[src/rtl/cpm_pkg.sv]
package cpm_pkg;

	localparam int CAP_W  = 16;
	localparam int CLK_W  = 25;
	localparam int NUM_W  = 32;
	localparam int DEN_W  = CLK_W + 1;
	localparam int SHF_W  = 4;

	localparam logic [CAP_W-1:0] DUTY_K  = 16'd100;
	localparam logic [CAP_W-1:0] DIST_K  = 16'd34600;
	localparam logic [CAP_W-1:0] SAT_MAX = 16'hFFFF;

	localparam logic [1:0] REG_MODE = 2'd0;
	localparam logic [1:0] REG_PSC  = 2'd1;
	localparam logic [1:0] REG_CLK  = 2'd2;

	localparam logic [1:0] ST_OK   = 2'd0;
	localparam logic [1:0] ST_ZERO = 2'd1;
	localparam logic [1:0] ST_SAT  = 2'd2;

	localparam logic [2:0] PSC_NONE = 3'd0;
	localparam logic [2:0] PSC_1    = 3'd1;
	localparam logic [2:0] PSC_8    = 3'd2;
	localparam logic [2:0] PSC_64   = 3'd3;
	localparam logic [2:0] PSC_256  = 3'd4;
	localparam logic [2:0] PSC_1024 = 3'd5;
	localparam logic [2:0] PSC_HI   = 3'd7;

	// dividers are powers of two, so the prescaler becomes a right shift
	function automatic logic [SHF_W-1:0] presc_shift(input logic [2:0] sel);
		logic [SHF_W-1:0] s;
		case (sel) inside
			PSC_NONE, PSC_1: s = 4'd0;
			PSC_8:           s = 4'd3;
			PSC_64:          s = 4'd6;
			PSC_256:         s = 4'd8;
			[PSC_1024:PSC_HI]: s = 4'd10;
			default:         s = 4'd0;
		endcase
		return s;
	endfunction

endpackage

[src/rtl/capture_pulse_measurement.sv]
// non-completing capture beats: accepted whenever idle, no result
// completing beat, mode 1: one multiply and one divide (distance) before the result
// completing beat, mode 0: one multiply and two divides (duty, then frequency) before the result
// work done by the 16-step serial multiplier and the 32-step serial divider, one item at a time
// s_tready is high again once the result is in the output register
// arst_n clears edge phase, registers to defaults and the output valid
module capture_pulse_measurement
	import cpm_pkg::*;
(
	input  logic        clk,
	input  logic        arst_n,
	input  logic        s_tvalid,
	output logic        s_tready,
	input  logic [15:0] s_tdata,   // capture_time
	output logic        m_tvalid,
	input  logic        m_tready,
	output logic [47:0] m_tdata,   // duty_percent, frequency_hz, distance_cm, status, zero pad
	input  logic        cfg_we,
	input  logic [1:0]  cfg_addr,
	input  logic [24:0] cfg_wdata
);

	localparam logic [2:0] S_IDLE = 3'd0;
	localparam logic [2:0] S_MUL  = 3'd1;
	localparam logic [2:0] S_DIV1 = 3'd2;
	localparam logic [2:0] S_DIV2 = 3'd3;
	localparam logic [2:0] S_DONE = 3'd4;

	localparam logic [1:0] PH_RISE1 = 2'd0;
	localparam logic [1:0] PH_FALL  = 2'd1;
	localparam logic [1:0] PH_RISE2 = 2'd2;

	logic [2:0]       state_q;
	logic [1:0]       phase_q;
	logic             mode_q;
	logic [2:0]       psc_q;
	logic [CLK_W-1:0] clk_hz_q;
	logic [CAP_W-1:0] first_q;
	logic [CAP_W-1:0] second_q;
	logic             op_dist_q;
	logic [DEN_W-1:0] den_q;
	logic [6:0]       r_duty_q;
	logic [CAP_W-1:0] r_freq_q;
	logic [CAP_W-1:0] r_dist_q;
	logic [1:0]       r_status_q;
	logic             m_valid_q;
	logic [47:0]      m_data_q;

	logic             accept;
	logic [SHF_W-1:0] shift;
	logic [DEN_W-1:0] dist_den;
	logic [CLK_W-1:0] freq_num;
	logic [CAP_W-1:0] cap_diff;
	logic [CAP_W-1:0] high_now;
	logic             launch_dist;
	logic             launch_duty;
	logic             mul_start;
	logic [CAP_W-1:0] mul_a;
	logic [CAP_W-1:0] mul_b;
	logic             mul_done;
	logic [NUM_W-1:0] mul_prod;
	logic             div_start;
	logic [NUM_W-1:0] div_num;
	logic             div_done;
	logic [NUM_W-1:0] div_quot;
	logic             quot_big;
	logic             duty_big;
	logic             out_free;

	assign s_tready = (state_q == S_IDLE);
	assign accept   = s_tvalid && s_tready;
	assign out_free = !m_valid_q || m_tready;

	assign shift    = presc_shift(psc_q);
	assign dist_den = DEN_W'({clk_hz_q, 1'b0} >> shift);
	assign freq_num = clk_hz_q >> shift;
	assign cap_diff = s_tdata - first_q;
	assign high_now = second_q - first_q;

	assign launch_dist = accept && (phase_q == PH_FALL) && mode_q;
	assign launch_duty = accept && (phase_q == PH_RISE2);

	assign mul_start = (launch_dist && (dist_den != '0)) || (launch_duty && (cap_diff != '0));
	assign mul_a     = (phase_q == PH_FALL) ? cap_diff : high_now;
	assign mul_b     = (phase_q == PH_FALL) ? DIST_K : DUTY_K;

	assign div_start = ((state_q == S_MUL) && mul_done)
		|| ((state_q == S_DIV1) && div_done && !op_dist_q);
	assign div_num   = (state_q == S_MUL) ? mul_prod : NUM_W'(freq_num);

	assign quot_big = (div_quot[NUM_W-1:CAP_W] != '0);
	assign duty_big = (div_quot > NUM_W'(DUTY_K));

	cpm_mul u_mul (
		.clk    (clk),
		.arst_n (arst_n),
		.start  (mul_start),
		.a      (mul_a),
		.b      (mul_b),
		.done   (mul_done),
		.prod   (mul_prod)
	);

	cpm_div u_div (
		.clk    (clk),
		.arst_n (arst_n),
		.start  (div_start),
		.num    (div_num),
		.den    (den_q),
		.done   (div_done),
		.quot   (div_quot)
	);

	always_ff @(posedge clk or negedge arst_n) begin
		if (!arst_n) begin
			state_q   <= S_IDLE;
			phase_q   <= PH_RISE1;
			mode_q    <= 1'b0;
			psc_q     <= PSC_1;
			clk_hz_q  <= 25'd8000000;
			m_valid_q <= 1'b0;
		end else begin
			if (cfg_we) begin
				unique case (cfg_addr)
					REG_MODE: begin
						mode_q  <= cfg_wdata[0];
						phase_q <= PH_RISE1;
					end
					REG_PSC: psc_q    <= cfg_wdata[2:0];
					REG_CLK: clk_hz_q <= cfg_wdata;
					default: ;
				endcase
			end
			if (m_valid_q && m_tready)
				m_valid_q <= 1'b0;
			unique case (state_q)
				S_IDLE: begin
					if (accept) begin
						case (phase_q)
							PH_FALL: begin
								if (mode_q) begin
									phase_q <= PH_RISE1;
									state_q <= (dist_den == '0) ? S_DONE : S_MUL;
								end else begin
									phase_q <= PH_RISE2;
								end
							end
							PH_RISE2: begin
								phase_q <= PH_RISE1;
								state_q <= (cap_diff == '0) ? S_DONE : S_MUL;
							end
							default: phase_q <= PH_FALL;
						endcase
					end
				end
				S_MUL: begin
					if (mul_done)
						state_q <= S_DIV1;
				end
				S_DIV1: begin
					if (div_done)
						state_q <= op_dist_q ? S_DONE : S_DIV2;
				end
				S_DIV2: begin
					if (div_done)
						state_q <= S_DONE;
				end
				S_DONE: begin
					if (out_free) begin
						m_valid_q <= 1'b1;
						state_q   <= S_IDLE;
					end
				end
				default: state_q <= S_IDLE;
			endcase
		end
	end

	always_ff @(posedge clk) begin
		if (accept) begin
			case (phase_q)
				PH_FALL:  second_q <= s_tdata;
				PH_RISE2: ;
				default:  first_q  <= s_tdata;
			endcase
		end
		if (launch_dist || launch_duty) begin
			op_dist_q  <= launch_dist;
			den_q      <= launch_dist ? dist_den : DEN_W'(cap_diff);
			r_duty_q   <= '0;
			r_freq_q   <= '0;
			r_dist_q   <= '0;
			r_status_q <= (launch_dist ? (dist_den == '0) : (cap_diff == '0)) ? ST_ZERO : ST_OK;
		end
		if (div_done && (state_q == S_DIV1)) begin
			if (op_dist_q) begin
				r_dist_q <= quot_big ? SAT_MAX : div_quot[CAP_W-1:0];
				if (quot_big)
					r_status_q <= ST_SAT;
			end else begin
				r_duty_q <= duty_big ? DUTY_K[6:0] : div_quot[6:0];
				if (duty_big)
					r_status_q <= ST_SAT;
			end
		end
		if (div_done && (state_q == S_DIV2)) begin
			r_freq_q <= quot_big ? SAT_MAX : div_quot[CAP_W-1:0];
			if (quot_big)
				r_status_q <= ST_SAT;
		end
		if ((state_q == S_DONE) && out_free)
			m_data_q <= {7'd0, r_status_q, r_dist_q, r_freq_q, r_duty_q};
	end

	assign m_tvalid = m_valid_q;
	assign m_tdata  = m_data_q;

`ifndef SYNTHESIS
	a_duty_range: assert property (@(posedge clk) disable iff (!arst_n)
		m_tvalid |-> (m_tdata[6:0] <= DUTY_K[6:0]))
		else $error("duty above full scale");
	a_status_code: assert property (@(posedge clk) disable iff (!arst_n)
		m_tvalid |-> (m_tdata[40:39] == ST_OK || m_tdata[40:39] == ST_ZERO
			|| m_tdata[40:39] == ST_SAT))
		else $error("bad status code");
	a_zero_clears: assert property (@(posedge clk) disable iff (!arst_n)
		(m_tvalid && m_tdata[40:39] == ST_ZERO) |-> (m_tdata[38:0] == '0))
		else $error("zero divisor result not cleared");
	a_mode_excl: assert property (@(posedge clk) disable iff (!arst_n)
		m_tvalid |-> (m_tdata[38:23] == '0 || m_tdata[22:0] == '0))
		else $error("distance and duty/frequency both set");
`endif

endmodule

[src/rtl/cpm_mul.sv]
module cpm_mul
	import cpm_pkg::*;
(
	input  logic             clk,
	input  logic             arst_n,
	input  logic             start,
	input  logic [CAP_W-1:0] a,
	input  logic [CAP_W-1:0] b,
	output logic             done,
	output logic [NUM_W-1:0] prod
);

	localparam int CNT_W = $clog2(CAP_W);

	logic             busy_q;
	logic             done_q;
	logic [CNT_W-1:0] cnt_q;
	logic [CAP_W-1:0] a_q;
	logic [NUM_W-1:0] b_q;
	logic [NUM_W-1:0] acc_q;

	// shift-add, one multiplier bit per cycle, lsb first
	always_ff @(posedge clk or negedge arst_n) begin
		if (!arst_n) begin
			busy_q <= 1'b0;
			done_q <= 1'b0;
			cnt_q  <= '0;
		end else begin
			done_q <= 1'b0;
			if (start) begin
				busy_q <= 1'b1;
				cnt_q  <= '0;
			end else if (busy_q) begin
				cnt_q <= cnt_q + 1'b1;
				if (cnt_q == CNT_W'(CAP_W - 1)) begin
					busy_q <= 1'b0;
					done_q <= 1'b1;
				end
			end
		end
	end

	always_ff @(posedge clk) begin
		if (start) begin
			a_q   <= a;
			b_q   <= NUM_W'(b);
			acc_q <= '0;
		end else if (busy_q) begin
			if (a_q[0])
				acc_q <= acc_q + b_q;
			a_q <= a_q >> 1;
			b_q <= b_q << 1;
		end
	end

	assign done = done_q;
	assign prod = acc_q;

endmodule

[src/rtl/cpm_div.sv]
module cpm_div
	import cpm_pkg::*;
(
	input  logic             clk,
	input  logic             arst_n,
	input  logic             start,
	input  logic [NUM_W-1:0] num,
	input  logic [DEN_W-1:0] den,
	output logic             done,
	output logic [NUM_W-1:0] quot
);

	localparam int CNT_W = $clog2(NUM_W);

	logic             busy_q;
	logic             done_q;
	logic [CNT_W-1:0] cnt_q;
	logic [DEN_W-1:0] den_q;
	logic [DEN_W-1:0] rem_q;
	logic [NUM_W-1:0] quo_q;
	logic [DEN_W:0]   trial;
	logic [DEN_W+1:0] diff;

	// restoring division, one quotient bit per cycle, msb first
	assign trial = {rem_q, quo_q[NUM_W-1]};
	assign diff  = {1'b0, trial} - {2'b00, den_q};

	always_ff @(posedge clk or negedge arst_n) begin
		if (!arst_n) begin
			busy_q <= 1'b0;
			done_q <= 1'b0;
			cnt_q  <= '0;
		end else begin
			done_q <= 1'b0;
			if (start) begin
				busy_q <= 1'b1;
				cnt_q  <= '0;
			end else if (busy_q) begin
				cnt_q <= cnt_q + 1'b1;
				if (cnt_q == CNT_W'(NUM_W - 1)) begin
					busy_q <= 1'b0;
					done_q <= 1'b1;
				end
			end
		end
	end

	always_ff @(posedge clk) begin
		if (start) begin
			den_q <= den;
			rem_q <= '0;
			quo_q <= num;
		end else if (busy_q) begin
			if (!diff[DEN_W+1]) begin
				rem_q <= diff[DEN_W-1:0];
				quo_q <= {quo_q[NUM_W-2:0], 1'b1};
			end else begin
				rem_q <= trial[DEN_W-1:0];
				quo_q <= {quo_q[NUM_W-2:0], 1'b0};
			end
		end
	end

	assign done = done_q;
	assign quot = quo_q;

endmodule
[config.mk]
export PLATFORM = sky130hd
export DESIGN_NAME = capture_pulse_measurement
export DESIGN_NICKNAME = d
export VERILOG_FILES = /design/src/rtl/cpm_pkg.sv /design/src/rtl/capture_pulse_measurement.sv /design/src/rtl/cpm_mul.sv /design/src/rtl/cpm_div.sv
export SDC_FILE = /design/constraint.sdc
export NUM_CORES = 1
export LEC_CHECK = 0
export BUFFER_PORTS_ARGS = -buffer_cell sky130_fd_sc_hd__clkbuf_2
export CAP_MARGIN = 15
export CORE_MARGIN = 2
export CORE_UTILIZATION = 62
export CTS_BUF_LIST = sky130_fd_sc_hd__clkbuf_8 sky130_fd_sc_hd__clkbuf_16
export DETAILED_ROUTE_END_ITERATION = 10
export PLACE_DENSITY = 0.8
export SLEW_MARGIN = 20
export SYNTH_ARGS = -nofsm -noshare
export SYNTH_HDL_FRONTEND = slang
export SYNTH_SLANG_ARGS = --single-unit
[constraint.sdc]
create_clock -name clk -period 3.97 [get_ports clk]
set_input_delay 0 -clock clk [delete_from_list [all_inputs] [get_ports clk]]
set_output_delay 0 -clock clk [all_outputs]
set_load 0.02 [all_outputs]
# == After elaboration in Yosys (flattened, before gate mapping) ==
# Cells that the tools add are included.
# classes
n_addsub,6
n_mul,0
div,0
order_cmp,3
n_eq_ne,21
shifts,2
mux,72
bitwise_logic,1
reduce_logical,39
# ops
cell,n
$mux 16,13
$mux 32,3
$add 32x32->32,1
$gt 32x7->1 const B,1
$reduce_bool 16->1,2
$sub 16x16->16,2
$mux 4,7
$mux 7,4
$sub 27x26->28,1
$mux 3,9
$logic_not 26->1,1
$mux 26,1
$reduce_bool 26->1,1
$shr 26x4->26,1
$shr 25x4->25,1
$mux 2,12
$mux 1,18
$logic_not 16->1,1
$pmux 3 s5,1
$logic_and 1x1->1,13
$eq 3x2->1 const B,4
$reduce_and 2->1,6
$mux 5,2
$ne 2x1->1 const B,4
other kinds (23),35
# totals
register_bits,353
latchBits,0
mem_bits_rw,0
mem_bits_ro,0
inputBits,48
output_inout_bits,50
word_cells,173
mem_count,0

# == Logic depth before layout (Yosys ltp) ==
# depth
word_depth,17
mapped_depth,14

# == Hierarchy ==
# A second synthesis with hierarchy kept.
# unflattened
hier_cells,1876
hier_area_um2,19195.9
# modules_own_cells
module,n_inst,cells_each,area_per_inst_um2
capture_pulse_measurement,1,904,9362.7
cpm_div,1,473,4928.5
cpm_mul,1,499,4904.7

# == Worst setup path before layout ==
# Ideal clock, no wire load.
# synth_timing
kind,register to register
from,register first_q[1]
to,"register u_mul.a_q[0], enable pin"
setup_time_ps,404
arrival_time_ps,3237
required_ps,3566
setup_slack_ps,330
stages_incl_launch_ff,12
path_buffers,0
period_less_slack_ps,3640
path_cell_list,edfxtp_1 inv_1 ha_1 nor2b_1 o31a_1 o31ai_2 a31o_2 a211oi_1 xor2_1 nor4_2 a31oi_4 or3_1
# synth_between
elab_chain_cells,5
# synth_rtl
item,line,text
start: declaration,capture_pulse_measurement.sv:38,logic [CAP_W-1:0] first_q;
start signal: assignment,capture_pulse_measurement.sv:184,default: first_q <= s_tdata;
$sub 16x16->16,capture_pulse_measurement.sv:77,assign cap_diff = s_tdata - first_q;
$reduce_bool 16->1,capture_pulse_measurement.sv:83,assign mul_start = (launch_dist && (dist_den != '0)) || (launch_duty && (cap_diff != '0));
$logic_and 1x1->1,capture_pulse_measurement.sv:83,
$logic_or 1x1->1,capture_pulse_measurement.sv:83,
$reduce_bool 2->1 (no line),--,
end signal: assignment,cpm_mul.sv:51,a_q <= a_q >> 1;
end: declaration,cpm_mul.sv:18,logic [CAP_W-1:0] a_q;
# Every way passes these cells.
# A chain may end at the register's enable or synchronous reset.

# == Worst setup path after layout ==
# layout_timing
from,register first_q[1]
to,"register u_mul.a_q[6], enable pin"
# Same word-level chain as after synthesis.

==> reports/metrics.cfg <==
[min_path]
min_path_type = in -> reg

[routing]
drc = 0
vias = 15910
wire_per_inst_um = 19.78
viasPerCell = 6.300
drt_iter0_markers = 1739
wirelength_um = 49960
drt_first_pass_iters = 6
drtAntennaViolNets = 0

[cts]
cts_setup_buffers = 0
clk_pin_slew_ns = 0.06
clk_path_buf_depth = 3
cts.sinks = 349
htreeDepth = 2
clk_latency_ns = 0.55
root_buffer = clkbuf_16
numCtsBuffers = 38
cts_tree = yes

[critical_path]
crit_slowest_cell = xor2_1
reg2reg_depth = 13
crit_cells = 13
crit_start = first_q[1]$_DFFE_PP_
cp_slowest_stage_delay_ns = 0.50
critPathBufInv = 3
rr_startpoint = first_q[1]$_DFFE_PP_
crit_type = reg -> reg
worstSetupEndpoint = u_mul.a_q[6]$_DFFE_PP_
cp_max_fo = 24
end_kind = flop
arrival_ns = 4.03
cp_cell_sequence = inv_1 -> ha_1 -> nor2b_1 -> o31a_1 -> o31ai_2 -> a31o_2 -> a211oi_1 -> xor2_1 -> nor4_2 -> buf_4 -> a31oi_4 -> or3_1 -> buf_12
cp-start-kind = flop
cp_top_family = compound AO/OA/AOI/OAI gates
r2r_end = u_mul.a_q[6]$_DFFE_PP_
critical_path_required_ns = 4.21
rrSetupSlack_ns = 0.18

[cells_and_area]
utilization_pct = 70.80
nNetsFinal = 2236
layout_common_cells = edfxtp_1 (204), nor2_1 (195), nand2_1 (141)
syn2layout_area_growth_pct = 13.35
final_common_cell = edfxtp_1
drive_above_1_share_pct = 12.72

[sta]
drv_slew = 0
rsz0062_at_grt = no
period_needed_ns = 3.794
hold_violations = 0
finalSetupViolations = 0
slew_headroom_pct = 28.54
tightest_slew_ns = 1.072
fmax_mhz = 263.6
whs_ns = 0.04132
post-route-period-util_pct = 95.57
fin_skew_ns = 0.01802
tns_ns = 0

[logic_synthesis]
yosysWarnings = 0
synth_top_family_by_area = simple AND/OR/NAND/NOR gates
synthFlopType = edfxtp_1
synth.largest_area_cell = edfxtp_1
ys_seq_area_share_pct = 47.44
synthArstFlopShare_pct = 13.75
synthAdderAreaFrac_pct = 6.218
synth_edf_count = 204
yosys.area_share.simple_pct = 17.12
synth.top_cells.by_area = edfxtp_1 (31%), dfxtp_1 (9.9%), ha_1 (5.8%)
synth_top_area_share_pct = 31.32
syn-cell-area_um2 = 19560
synthXorXnorAreaFrac_pct = 2.463
syn_avg_cell_area_um2 = 9.863
synth_compound_area_share_pct = 16.79
yosys-mux-area-fraction_pct = 5.745
synth_cells = 1983
synth-seq-cells = 349
synth_cell_types = 85

[job]
drv_cap = 0

[floorplanning]
die_y_um = 181.6
core-area_um2 = 31310
fp-row-count = 65
die_w_um = 181.6
ioPinCount = 98
dieArea_um2 = 32980
start_util_pct = 62.46

[global_route]
grt_max_degree = 78
grt_pass1_wl_um = 79390
overflow = 0
first_global_vias = 15190
grt_use_total_pct = 30.01
antenna_found_initial = 1

[power_and_ir_drop]
p_leak_nw = 9.124
powerDensity_nw_per_um2 = 767.4
peakVddDrop_mv = 0.4374

[run_status]
outcome = complete, no violations

[placement]
hpwlAfterDp_um = 33980
portBuffers = 90
gp_congestion = 0.9770

## layer usage
layer / vias to the layer above / track usage [%] / routed length (um) / part of all wire [%]
met4: 0 / 12.03 / 1872 / 3.7
li1: 7548 / - / - / -
met3: 134 / 4.112 / 3380 / 6.8
met5: - / 0 / 0 / 0
met1: 7565 / 39.83 / 20940 / 42
met2: 667 / 50.05 / 23770 / 48
## flip-flops by register name, indices dropped and copies added (netlist names), 25 cells and up
name and cells:
clk_hz_q 25, den_q 26, m_tdata 41, u_div.den_q 26, u_div.quot 32, u_div.rem_q 26, u_mul.b_q 30, u_mul.prod 30
## power breakdown
group,internal [mW],switching (mW)
Clock,2.07,1.47
Combinational,3.11,4.47
Sequential,5.05,0.833
## area by class of cell
type	instances	area [um^2]
Multi-Input combinational cell	1446	9499
Sequential cell	349	9279
Fill cell	2242	9143
Timing Repair Buffer	178	1305
Clock buffer	44	1033
Tap cell	402	503.0
Inverter	81	307.8
Clock inverter	25	239.0
Antenna cell	1	2.502
## kinds of logic (layout without fill, tap and decap cells)
family,Yosys count,in the layout
fa+ha+maj,95,95
other cells,1,8
xor+xnor,55,55
simple gates,681,681
flops,349,349
compound gates,501,501
mux,107,107
buf+inv,194,328
## cells in the mapped netlist, types with 17 or more instances
cell type	instances
ha_1	90
nor3_1	81
o21a_1	27
inv_1	79
mux2i_1	74
buf_2	26
a21o_1	28
clkbuf_1	71
nor2_1	195
mux2_2	32
a211oi_1	42
nand3_1	70
nor2b_1	21
xnor2_1	29
dfrtp_1	40
a21oi_1	118
edfxtp_1	204
nand3b_1	17
and2_1	17
nand2b_1	18
nand2_1	141
a31oi_1	31
nand4_1	30
o21ai_0	123
and3_1	25
xor2_1	26
dfxtp_1	97
## worst reg2reg max path: cells and delay by family (launching register included)
| kind | cells | cell delay (ns) |
|---|---|---|
| AOI/OAI and AO/OA | 5 | 1.14 |
| xor gates and xnor gates | 1 | 0.50 |
| adders and majority gates | 1 | 0.23 |
| buffers and inverters | 3 | 0.54 |
| DFF | 1 | 0.47 |
| and+or+nand+nor | 3 | 0.60 |
## through the flow
| step | setup WS, ns | std cells | cell area, um^2 | power [mW] |
|---|---|---|---|---|
| floorplan | 0.3299 | 1989 | 19580 | 11.39 |
| global placement | 0.2950 | 2406 | 20380 | 13.01 |
| detailed placement | 0.2110 | 2407 | 20400 | 13.27 |
| CTS | 0.1542 | 2524 | 22150 | 16.92 |
| global route | 0.01119 | 2526 | 22170 | 18.08 |
| finish | 0.1760 | 2526 | 22170 | 17.01 |
## worst min path at each step
stage | depth (start not counted) | to | start
final | 3 | phase_q[0]$_DFF_PN0_ | s_tvalid
after global routing | 3 | phase_q[0]$_DFF_PN0_ | s_tvalid
after CTS | 3 | phase_q[0]$_DFF_PN0_ | s_tvalid
after detailed placement | 2 | clk_hz_q[2]$_DFFE_PN0P_ | arst_n
after global placement | 2 | clk_hz_q[14]$_DFFE_PN0P_ | arst_n
after floorplan | 0 | clk_hz_q[0]$_DFFE_PN0P_ | arst_n
## what timing repair did
| action | in CTS | in global routing |
|---|---|---|
| gates resized for setup | 0 | 2 |
| setup endpoints to repair | 0 | 12 |
| hold buffers | 48 | 0 |
| hold endpoints to repair | 112 | 0 |
Power figures use the tool's default switching activity.
